[src/sv/fas_pkg.sv]
package fas_pkg;

    localparam logic [1:0] KIND_ADD  = 2'd0;
    localparam logic [1:0] KIND_SUB  = 2'd1;
    localparam logic [1:0] KIND_MUL  = 2'd2;
    localparam logic [1:0] KIND_NONE = 2'd3;

    localparam int MagW  = 58;
    localparam int MantW = 53;
    localparam int ExpW  = 11;

    localparam logic [31:0] SGL_QUIET       = 32'h0040_0000;
    localparam logic [31:0] SGL_DEFAULT_NAN = 32'hFFC0_0000;
    localparam logic [30:0] SGL_INF         = 31'h7F80_0000;

    typedef struct packed {
        logic                   valid;
        logic                   special;
        logic [31:0]            spec_word;
        logic                   zero;
        logic                   sign;
        logic signed [ExpW-1:0] exp;
        logic [MantW-1:0]       mant;
    } fas_rnd_t;

    function automatic logic [5:0] fas_lzc(input logic [MagW-1:0] v);
        logic [5:0] n;
        n = 6'(MagW - 1);
        for (int i = 0; i < MagW; i++)
        begin
            if (v[i])
            begin
                n = 6'(MagW - 1 - i);
            end
        end
        return n;
    endfunction

endpackage

[src/sv/float_add_sub_mul_truncating_core.sv]
// Single-precision add, subtract and multiply with a chopped export.
// Input transaction: kind, operand_a, operand_b under in_valid/in_ready.
// kind 0 adds, 1 subtracts operand_b from operand_a, 2 multiplies, 3 gives +0.
// Output transaction: result_word under out_valid/out_ready.
// The exact result is rounded to 53 bits nearest-even, then chopped to a
// single when its exponent is normal, otherwise rounded nearest-even.
// Five register stages lie between acceptance and out_valid: operand decode and
// multiply, alignment and add, leading-zero normalize, 53-bit rounding,
// single export. Throughput is one transaction per cycle while the output is not held.
// The five stages advance together; when out_valid is high and out_ready is
// low the whole pipe holds and in_ready drops, so nothing is lost or repeated.
// Reset clears every stage valid bit; the block keeps no other state.
module float_add_sub_mul_truncating_core
    import fas_pkg::*;
(
    input  logic        clk,
    input  logic        rst_n,
    input  logic        in_valid,
    output logic        in_ready,
    input  logic [1:0]  kind,
    input  logic [31:0] operand_a,
    input  logic [31:0] operand_b,
    output logic        out_valid,
    input  logic        out_ready,
    output logic [31:0] result_word
);

    logic advance;
    assign advance  = !out_valid || out_ready;
    assign in_ready = advance;

    // stage 1 decode
    logic       sa, sb, sbe, a_nan, b_nan, a_inf, b_inf, a_zero, b_zero;
    logic [7:0] effa, effb, big_e, small_e, diff8;
    logic [23:0] siga, sigb, big_s, small_s;
    logic        swap;
    logic [31:0] spec_word;
    logic        special;
    logic        is_mul;

    assign sa     = operand_a[31];
    assign sb     = operand_b[31];
    assign sbe    = sb ^ (kind == KIND_SUB);
    assign a_nan  = (operand_a[30:23] == 8'hFF) && (operand_a[22:0] != 23'd0);
    assign b_nan  = (operand_b[30:23] == 8'hFF) && (operand_b[22:0] != 23'd0);
    assign a_inf  = (operand_a[30:23] == 8'hFF) && (operand_a[22:0] == 23'd0);
    assign b_inf  = (operand_b[30:23] == 8'hFF) && (operand_b[22:0] == 23'd0);
    assign a_zero = operand_a[30:0] == 31'd0;
    assign b_zero = operand_b[30:0] == 31'd0;
    assign effa   = (operand_a[30:23] == 8'd0) ? 8'd1 : operand_a[30:23];
    assign effb   = (operand_b[30:23] == 8'd0) ? 8'd1 : operand_b[30:23];
    assign siga   = {operand_a[30:23] != 8'd0, operand_a[22:0]};
    assign sigb   = {operand_b[30:23] != 8'd0, operand_b[22:0]};
    assign swap   = (effb > effa) || ((effb == effa) && (sigb > siga));
    assign big_e  = swap ? effb : effa;
    assign small_e = swap ? effa : effb;
    assign big_s  = swap ? sigb : siga;
    assign small_s = swap ? siga : sigb;
    assign diff8  = big_e - small_e;
    assign is_mul = kind == KIND_MUL;

    always_comb
    begin
        special   = 1'b1;
        spec_word = 32'd0;
        if (kind == KIND_NONE)
        begin
            spec_word = 32'd0;
        end else if (a_nan)
        begin
            spec_word = operand_a | SGL_QUIET;
        end else if (b_nan)
        begin
            spec_word = operand_b | SGL_QUIET;
        end else if (is_mul)
        begin
            if ((a_inf && b_zero) || (a_zero && b_inf))
            begin
                spec_word = SGL_DEFAULT_NAN;
            end else if (a_inf || b_inf)
            begin
                spec_word = {sa ^ sb, SGL_INF};
            end else
            begin
                special = 1'b0;
            end
        end else
        begin
            if (a_inf && b_inf && (sa != sbe))
            begin
                spec_word = SGL_DEFAULT_NAN;
            end else if (a_inf)
            begin
                spec_word = {sa, SGL_INF};
            end else if (b_inf)
            begin
                spec_word = {sbe, SGL_INF};
            end else
            begin
                special = 1'b0;
            end
        end
    end

    logic                   s1_valid_reg;
    logic                   s1_special_reg;
    logic [31:0]            s1_word_reg;
    logic                   s1_mul_reg;
    logic                   s1_sub_reg;
    logic                   s1_sign_reg;
    logic                   s1_zsign_reg;
    logic [23:0]            s1_big_reg;
    logic [23:0]            s1_small_reg;
    logic [5:0]             s1_diff_reg;
    logic signed [ExpW-1:0] s1_scale_reg;
    logic [47:0]            s1_prod_reg;

    always_ff @(posedge clk or negedge rst_n)
    begin
        if (!rst_n)
        begin
            s1_valid_reg <= 1'b0;
        end else if (advance)
        begin
            s1_valid_reg <= in_valid;
        end
    end

    always_ff @(posedge clk)
    begin
        if (advance)
        begin
            s1_special_reg <= special;
            s1_word_reg    <= spec_word;
            s1_mul_reg     <= is_mul;
            s1_sub_reg     <= sa ^ sbe;
            s1_sign_reg    <= is_mul ? (sa ^ sb) : (swap ? sbe : sa);
            s1_zsign_reg   <= is_mul ? (sa ^ sb) : (sa & sbe);
            s1_big_reg     <= big_s;
            s1_small_reg   <= small_s;
            s1_diff_reg    <= (diff8 > 8'd63) ? 6'd63 : diff8[5:0];
            s1_scale_reg   <= is_mul
                ? (ExpW'(effa) + ExpW'(effb) - ExpW'(310))
                : (ExpW'(big_e) - ExpW'(183));
            s1_prod_reg    <= siga * sigb;
        end
    end

    // stage 2 align and add, or take the product
    logic [2*MagW-1:0] small_wide;
    logic [MagW-1:0]   small_al;
    logic [MagW-1:0]   big_al;
    logic [MagW-1:0]   mag;

    assign small_wide = {1'b0, s1_small_reg, 33'd0, {MagW{1'b0}}} >> s1_diff_reg;
    assign small_al   = {small_wide[2*MagW-1:MagW+1],
                         small_wide[MagW] | (|small_wide[MagW-1:0])};
    assign big_al     = {1'b0, s1_big_reg, 33'd0};
    assign mag        = s1_mul_reg ? {s1_prod_reg, 10'd0}
                      : (s1_sub_reg ? big_al - small_al : big_al + small_al);

    logic                   s2_valid_reg;
    logic                   s2_special_reg;
    logic [31:0]            s2_word_reg;
    logic                   s2_sign_reg;
    logic                   s2_zsign_reg;
    logic signed [ExpW-1:0] s2_scale_reg;
    logic [MagW-1:0]        s2_mag_reg;

    always_ff @(posedge clk or negedge rst_n)
    begin
        if (!rst_n)
        begin
            s2_valid_reg <= 1'b0;
        end else if (advance)
        begin
            s2_valid_reg <= s1_valid_reg;
        end
    end

    always_ff @(posedge clk)
    begin
        if (advance)
        begin
            s2_special_reg <= s1_special_reg;
            s2_word_reg    <= s1_word_reg;
            s2_sign_reg    <= s1_sign_reg;
            s2_zsign_reg   <= s1_zsign_reg;
            s2_scale_reg   <= s1_scale_reg;
            s2_mag_reg     <= mag;
        end
    end

    // stage 3 normalize
    logic [5:0] lz;
    assign lz = fas_lzc(s2_mag_reg);

    logic                   s3_valid_reg;
    logic                   s3_special_reg;
    logic [31:0]            s3_word_reg;
    logic                   s3_zero_reg;
    logic                   s3_sign_reg;
    logic signed [ExpW-1:0] s3_exp_reg;
    logic [MagW-1:0]        s3_norm_reg;

    always_ff @(posedge clk or negedge rst_n)
    begin
        if (!rst_n)
        begin
            s3_valid_reg <= 1'b0;
        end else if (advance)
        begin
            s3_valid_reg <= s2_valid_reg;
        end
    end

    always_ff @(posedge clk)
    begin
        if (advance)
        begin
            s3_special_reg <= s2_special_reg;
            s3_word_reg    <= s2_word_reg;
            s3_zero_reg    <= s2_mag_reg == '0;
            s3_sign_reg    <= (s2_mag_reg == '0) ? s2_zsign_reg : s2_sign_reg;
            s3_exp_reg     <= s2_scale_reg + ExpW'(MagW - 1) - ExpW'(lz);
            s3_norm_reg    <= s2_mag_reg << lz;
        end
    end

    // stage 4 round to 53 bits
    logic             rguard;
    logic             rsticky;
    logic [MantW:0]   mant_inc;
    fas_rnd_t         rnd_next;
    fas_rnd_t         s4_reg;

    assign rguard   = s3_norm_reg[4];
    assign rsticky  = |s3_norm_reg[3:0];
    assign mant_inc = {1'b0, s3_norm_reg[MagW-1:5]}
                    + (MantW+1)'(rguard && (rsticky || s3_norm_reg[5]));

    always_comb
    begin
        rnd_next.valid     = s3_valid_reg;
        rnd_next.special   = s3_special_reg;
        rnd_next.spec_word = s3_word_reg;
        rnd_next.zero      = s3_zero_reg;
        rnd_next.sign      = s3_sign_reg;
        if (mant_inc[MantW])
        begin
            rnd_next.mant = {1'b1, {(MantW-1){1'b0}}};
            rnd_next.exp  = s3_exp_reg + ExpW'(1);
        end else
        begin
            rnd_next.mant = mant_inc[MantW-1:0];
            rnd_next.exp  = s3_exp_reg;
        end
    end

    always_ff @(posedge clk or negedge rst_n)
    begin
        if (!rst_n)
        begin
            s4_reg <= '0;
        end else if (advance)
        begin
            s4_reg <= rnd_next;
        end
    end

    // stage 5 export
    fas_export u_export (
        .clk       (clk),
        .rst_n     (rst_n),
        .advance   (advance),
        .rnd       (s4_reg),
        .valid_reg (out_valid),
        .word_reg  (result_word)
    );

endmodule

[src/sv/fas_export.sv]
module fas_export
    import fas_pkg::*;
(
    input  logic        clk,
    input  logic        rst_n,
    input  logic        advance,
    input  fas_rnd_t    rnd,
    output logic        valid_reg,
    output logic [31:0] word_reg
);

    logic signed [ExpW-1:0] sexp;
    logic signed [ExpW-1:0] shift_full;
    logic [5:0]             shift;
    logic [2*MantW-1:0]     wide;
    logic [MantW-1:0]       r;
    logic                   guard;
    logic                   sticky;
    logic [MantW-1:0]       r_rnd;
    logic [31:0]            word_next;

    assign sexp       = rnd.exp + ExpW'(127);
    assign shift_full = ExpW'(30) - sexp;
    assign shift      = shift_full[5:0];
    assign wide       = {rnd.mant, {MantW{1'b0}}} >> shift;
    assign r          = wide[2*MantW-1:MantW];
    assign guard      = wide[MantW-1];
    assign sticky     = |wide[MantW-2:0];
    assign r_rnd      = r + MantW'(guard && (sticky || r[0]));

    always_comb
    begin
        if (rnd.special) begin
            word_next = rnd.spec_word;
        end else if (rnd.zero) begin
            word_next = {rnd.sign, 31'd0};
        end else if (sexp >= ExpW'(255)) begin
            word_next = {rnd.sign, SGL_INF};
        end else if (sexp >= ExpW'(1)) begin
            word_next = {rnd.sign, sexp[7:0], rnd.mant[51:29]};
        end else if (shift_full > ExpW'(53)) begin
            word_next = {rnd.sign, 31'd0};
        end else begin
            word_next = {rnd.sign, r_rnd[30:0]};
        end
    end

    always_ff @(posedge clk or negedge rst_n)
    begin
        if (!rst_n) begin
            valid_reg <= 1'b0;
        end else if (advance) begin
            valid_reg <= rnd.valid;
        end
    end

    always_ff @(posedge clk)
    begin
        if (advance) begin
            word_reg <= word_next;
        end
    end

endmodule
[config.mk]
export PLATFORM = sky130hd
export DESIGN_NAME = float_add_sub_mul_truncating_core
export DESIGN_NICKNAME = d
export VERILOG_FILES = /design/src/sv/fas_pkg.sv /design/src/sv/float_add_sub_mul_truncating_core.sv /design/src/sv/fas_export.sv
export SDC_FILE = /design/constraint.sdc
export NUM_CORES = 2
export LEC_CHECK = 0
export BUFFER_PORTS_ARGS = -buffer_cell sky130_fd_sc_hd__buf_2
export CAP_MARGIN = 10
export CORE_MARGIN = 8
export CORE_UTILIZATION = 55
export DETAILED_ROUTE_END_ITERATION = 12
export GPL_TIMING_DRIVEN = 0
export PLACE_DENSITY_LB_ADDON = 0.25
export SYNTH_ARGS = -nofsm -noshare
export SYNTH_HDL_FRONTEND = slang
export SYNTH_HIERARCHICAL = 1
export SYNTH_SLANG_ARGS = --single-unit
[constraint.sdc]
create_clock -name clk -period 40.6 [get_ports clk]
set_clock_uncertainty 0.15 [all_clocks]
set_input_delay 4.06 -clock clk [delete_from_list [all_inputs] [get_ports clk]]
set_output_delay 4.06 -clock clk [all_outputs]
set_load 0.02 [all_outputs]
-- After elaboration in Yosys (flattened, before gate mapping)
Index checks and enable logic that the tools add are counted.
- add/subtract/negate cells: 13
- multiply operators: 1
- divide/modulo/power cells: 0
- magnitude comparators: 6
- equal/unequal tests: 7
- shifts and indexed selects: 3
- mux-type cells: 90
- bitwise logic cells: 5
- reductions and logical operators: 33
- operators with widths (cell ; count):
    two-way mux 6 bit ; 56
    two-way mux 32 bit ; 9
    two-way mux 31 bit ; 4
    two-way mux 58 bit ; 2
    right shift 115 x 6 -> 116 bit ; 1
    right shift 106 x 6 -> 84 bit ; 1
    two-way mux 64 bit ; 1
    logical NOT 31 bit ; 2
    adder 57 x 58 -> 58 bit ; 1
    logical NOT 58 bit ; 1
    OR reduction 58 bit ; 1
    << shifter 58 x 6 -> 58 bit ; 1
    subtractor 57 x 58 -> 58 bit ; 1
    adder 53 x 1 -> 54 bit ; 1
    OR reduction 52 bit ; 1
    multiplier 24 x 24 -> 48 bit ; 1
    two-way mux 24 bit ; 2
    logical NOT 23 bit ; 2
    nonzero test 23 bit ; 2
    two-way mux 8 bit ; 4
    adder 31 x 1 -> 31 bit ; 1
    > comparator 24 bit ; 1
    equality test 8 bit (second input constant) ; 2
    logical NOT 8 bit ; 2
    29 further kinds ; 58
- bits in registers: 494
- bits in latches: 0
- RAM bits: 0
- memory bits (read-only): 0
- input port bits: 70
- output and inout bits: 34
- logic and storage cells: 194
- memories kept: 0

-- Longest topological paths before layout
- word-level depth: 58
- gate-level depth with buffers: 31

-- Cells and area by module
Netlist, hierarchy kept.
- by module, submodules not included (module ; times used ; cells an instance ; area each (sq um)):
    float_add_sub_mul_truncating_core ; 1 ; 5113 ; 47842.1
    fas_export ; 1 ; 766 ; 6446.2

-- Worst setup path before layout
OpenSTA, ideal clock, no wires.
- path kind: input port to output port
- start: input out_ready
- end: output in_ready
- arrival time: 15.198 ns
- required time: 36.390 ns
- path slack: 21.192 ns
- cell stages on the path: 4
- cell sequence: nor2b_1 -> clkbuf_1 -> clkinv_1 -> clkbuf_1
- cells in the longest elaborated chain, start to end: 1
- RTL lines (item ; RTL line ; text):
    start: declaration ; float_add_sub_mul_truncating_core.sv:24 ; input logic out_ready,
    logical OR 1 bit ; float_add_sub_mul_truncating_core.sv:29 ; assign advance = !out_valid || out_ready;
    end: declaration ; float_add_sub_mul_truncating_core.sv:19 ; output logic in_ready,
Every way passes these cells.

-- Worst setup path in the final report
- start: input operand_b[29]
- end: register s1_prod_reg[47] (data pin)
- cells in the longest elaborated chain, start to end: 2
- RTL lines (item ; RTL line ; text):
    start: declaration ; float_add_sub_mul_truncating_core.sv:22 ; input logic [31:0] operand_b,
    nonzero test 8 bit ; float_add_sub_mul_truncating_core.sv:53 ; assign sigb = {operand_b[30:23] != 8'd0, operand_b[22:0]};
    multiplier 24 x 24 -> 48 bit ; float_add_sub_mul_truncating_core.sv:145 ; s1_prod_reg <= siga * sigb;
    end signal: assignment ; float_add_sub_mul_truncating_core.sv:145 ;
    end: declaration ; float_add_sub_mul_truncating_core.sv:116 ; logic [47:0] s1_prod_reg;
Every way passes these cells.
A chain may end at the register's enable or synchronous reset.

==> flow_metrics.py <==
metrics = {
    "cells_and_area": {
        "drive_gt1_share_pct": 7.83,
        "synthToLayoutAreaGrowth_pct": 7.79,
        "mostFrequentLayoutCell": "nand2_1",
        "largest_reg_flops": 100,
        "finalInstanceArea_um2": 58500,
        "layout_common_cells": "nand2_1 (859), inv_1 (678), fa_1 (485)",
        "finalNonFillerCells": 7388,
        "nets": 6921,
    },
    "sta": {
        "tightest_slew_ns": 1.24,
        "hold_viol": 0,
        "setup_ws_ns": 26.81,
        "rsz0062_at_grt": "false",
        "fin_crit_ns": 13.79,
        "drv_slew": 0,
        "period_share_pct": 34.0,
        "max_freq_ghz": 0.0725,
        "timing.setup.tns_ns": 0,
        "setup_viol": 0,
        "relSlewSlack_pct": 17.2,
    },
    "placed_design": {
        "post-place-ws_ns": 26.45,
        "place_inst": 7278,
        "dp_hpwl_mm": 159,
        "post_dp_cell_area_um2": 56600,
        "gp_congestion": 1.04,
        "port_buffers": 101,
    },
    "logic_synthesis": {
        "yosysTopAreaCell": "edfxtp_1",
        "synthSimpleGateAreaFrac_pct": 16.8,
        "synthAdderAreaFrac_pct": 25.2,
        "synth_top_family_by_area": "adder cells",
        "ys_types": 115,
        "synth_top_area_share_pct": 21.5,
        "synth_area_um2": 54300,
        "synth.mux.area_fraction_pct": 8.96,
        "syn_avg_cell_area_um2": 9.23,
        "syn-num-nets": 6753,
        "async_flop_share_pct": 21.1,
        "synth_xor_area_share_pct": 3.50,
        "ys_ff_latch": 492,
        "syn_inst": 5879,
        "ys_warn_count": 6,
        "synth_ff_type": "edfxtp_1",
        "synth_edf_count": 388,
        "synth.area.top_cells": "edfxtp_1 (21%), fa_1 (18%), ha_1 (7.4%)",
        "ys_seq_area_share_pct": 26.3,
        "synth-compound-area-share_pct": 11.9,
    },
    "floorplanning": {
        "die-area_um2": 109000,
        "num_io_pins": 104,
        "row_count": 115,
        "dieHeight_um": 330,
        "die_w_um": 330,
        "initial_core_util_pct": 55.3,
        "core_area_um2": 98100,
    },
    "detailed_routing": {
        "num_vias": 46238,
        "drt_iter0_markers": 5275,
        "drc": 0,
        "wl_mm": 197,
        "drt.antenna.violating_nets": 0,
        "dr.pass1.iters": 8,
        "avgRoutedWirePerCell_um": 26.6,
        "viasPerCell": 6.26,
    },
    "setup_path": {
        "critPathArrivalTime_ns": 13.99,
        "setup.worst_path.class": "in -> reg",
        "crit_fanout": 10,
        "endpoint_kind": "flop",
        "critPathRequiredTime_ns": 40.81,
        "startpoint_type": "input port",
    },
    "clock_network": {
        "clock_latency_ns": 0.63,
        "ctsResizeCount": 0,
        "cts_tree": "done",
        "clkTransAtPathRegs_ns": 0.06,
        "cts_buffers": 54,
        "root_buffer": "clkbuf_16",
        "htreeDepth": 2,
        "clockBufferDepth": 3,
        "cts_setup_buffers": 0,
        "hold_buffers": 0,
        "clkSinkCount": 492,
    },
    "global_route": {
        "grtUsageTotal_pct": 35.7,
        "antenna_found_initial": 11,
        "grt_max_degree": 72,
        "grt-ovfl-total": 0,
        "grt_pass1_wl_mm": 292,
        "grt_pass1_vias": 46102,
    },
    "run": {
        "maxCapViolations": 0,
    },
    "status": {
        "status": "complete, no violations",
    },
    "worst_hold_path": {
        "hp-class": "reg -> reg",
    },
}
-- cell type report --
type                       count  area (um2)
antenna                        8        20.0
sequential                   492       14300
inverter                     683        2560
clock buffer                  65        1460
timing repair buffer         112         728
buffer                       353        1430
tap                         1287        1610
clock inverter                37         398
fill                        8594       39600
multi-input combinational   4351       36100
-- layer usage --
layer  track usage, %  wire, um  vias to the layer above
met1             45.0     74500                    22632
met3             8.27     20100                      642
met2             57.3     89400                     2644
met4             18.9     12600                        8
li1                 -         -                    20312
met5                0        53                        -
-- cell families after synthesis --
kind of cell    after synthesis
fa+ha+maj                   804
mux                         380
compound gates              987
flops                       492
simple gates               1967
buf+inv                    1036
xor+xnor                    213
-- path summary, 6_finish.rpt --
kind                                               start                               to  slack [ns]  cells past startpoint
max                                        operand_b[29]        s1_prod_reg[47]$_DFFE_PP_       26.81                     28
min in group asynchronous                          rst_n            s4_reg[2]$_DFFE_PN0P_        3.22                      1
max in group asynchronous                          rst_n           s4_reg[42]$_DFFE_PN0P_       36.37                      2
max reg2reg                       s4_reg[53]$_DFFE_PN0P_  u_export/word_reg[20]$_DFFE_PP_       32.25                     24
min reg2reg                s1_word_reg[19]$_SDFFCE_PP0P_        s2_word_reg[19]$_DFFE_PP_        0.25                      0
min                        s1_word_reg[19]$_SDFFCE_PP0P_        s2_word_reg[19]$_DFFE_PP_        0.25                      0
-- critical path, stage by stage --
cell      delay (ns)
buf_2           0.14
nor4_1          1.00
nand2_1         0.58
clkbuf_1        0.44
nand2_1         0.18
fa_1            0.44
fa_1            0.49
inv_1           0.05
fa_1            0.48
inv_1           0.05
fa_1            0.42
fa_1            0.44
fa_1            0.57
inv_1           0.07
fa_1            0.44
ha_1            0.34
a21o_1          0.17
a21o_1          0.26
nor3_1          0.65
o21ai_0         0.19
a31o_2          0.32
a41o_1          0.27
o21ai_0         0.56
a31oi_1         0.40
a21oi_1         0.38
a211oi_1        0.15
o21ai_0         0.31
xnor2_1         0.12
-- cells in the mapped netlist, types with 21 or more instances --
master / n
a211oi_1: 30
a21o_1: 54
a21oi_1: 200
a22oi_1: 53
a31oi_1: 27
and2_1: 211
and3_1: 25
buf_1: 32
buf_2: 27
clkbuf_1: 283
dfrtp_1: 104
edfxtp_1: 388
fa_1: 485
ha_1: 319
inv_1: 678
mux2_2: 83
mux2i_1: 209
mux4_2: 72
nand2_1: 859
nand2b_1: 44
nand3_1: 90
nand4_1: 35
nor2_1: 410
nor2b_1: 37
nor3_1: 80
nor4_1: 48
o211ai_1: 32
o21a_1: 21
o21ai_0: 265
o21bai_1: 26
o22ai_1: 42
o31ai_1: 49
or2_2: 24
or3_1: 34
xnor2_1: 127
xor2_1: 83
-- per-stage QoR --
step           hold WS (ns)  utilization (%)
2_1_floorplan         0.250                -
3_3_place_gp          0.251             57.5
3_5_place_dp          0.255             57.7
4_1_cts               0.242             59.6
5_1_grt               0.266             59.6
6_report              0.253             59.6
Power is left out: the tool's default activity adds up to more than one toggle a clock period on the data nets, which glitch-free logic cannot reach.
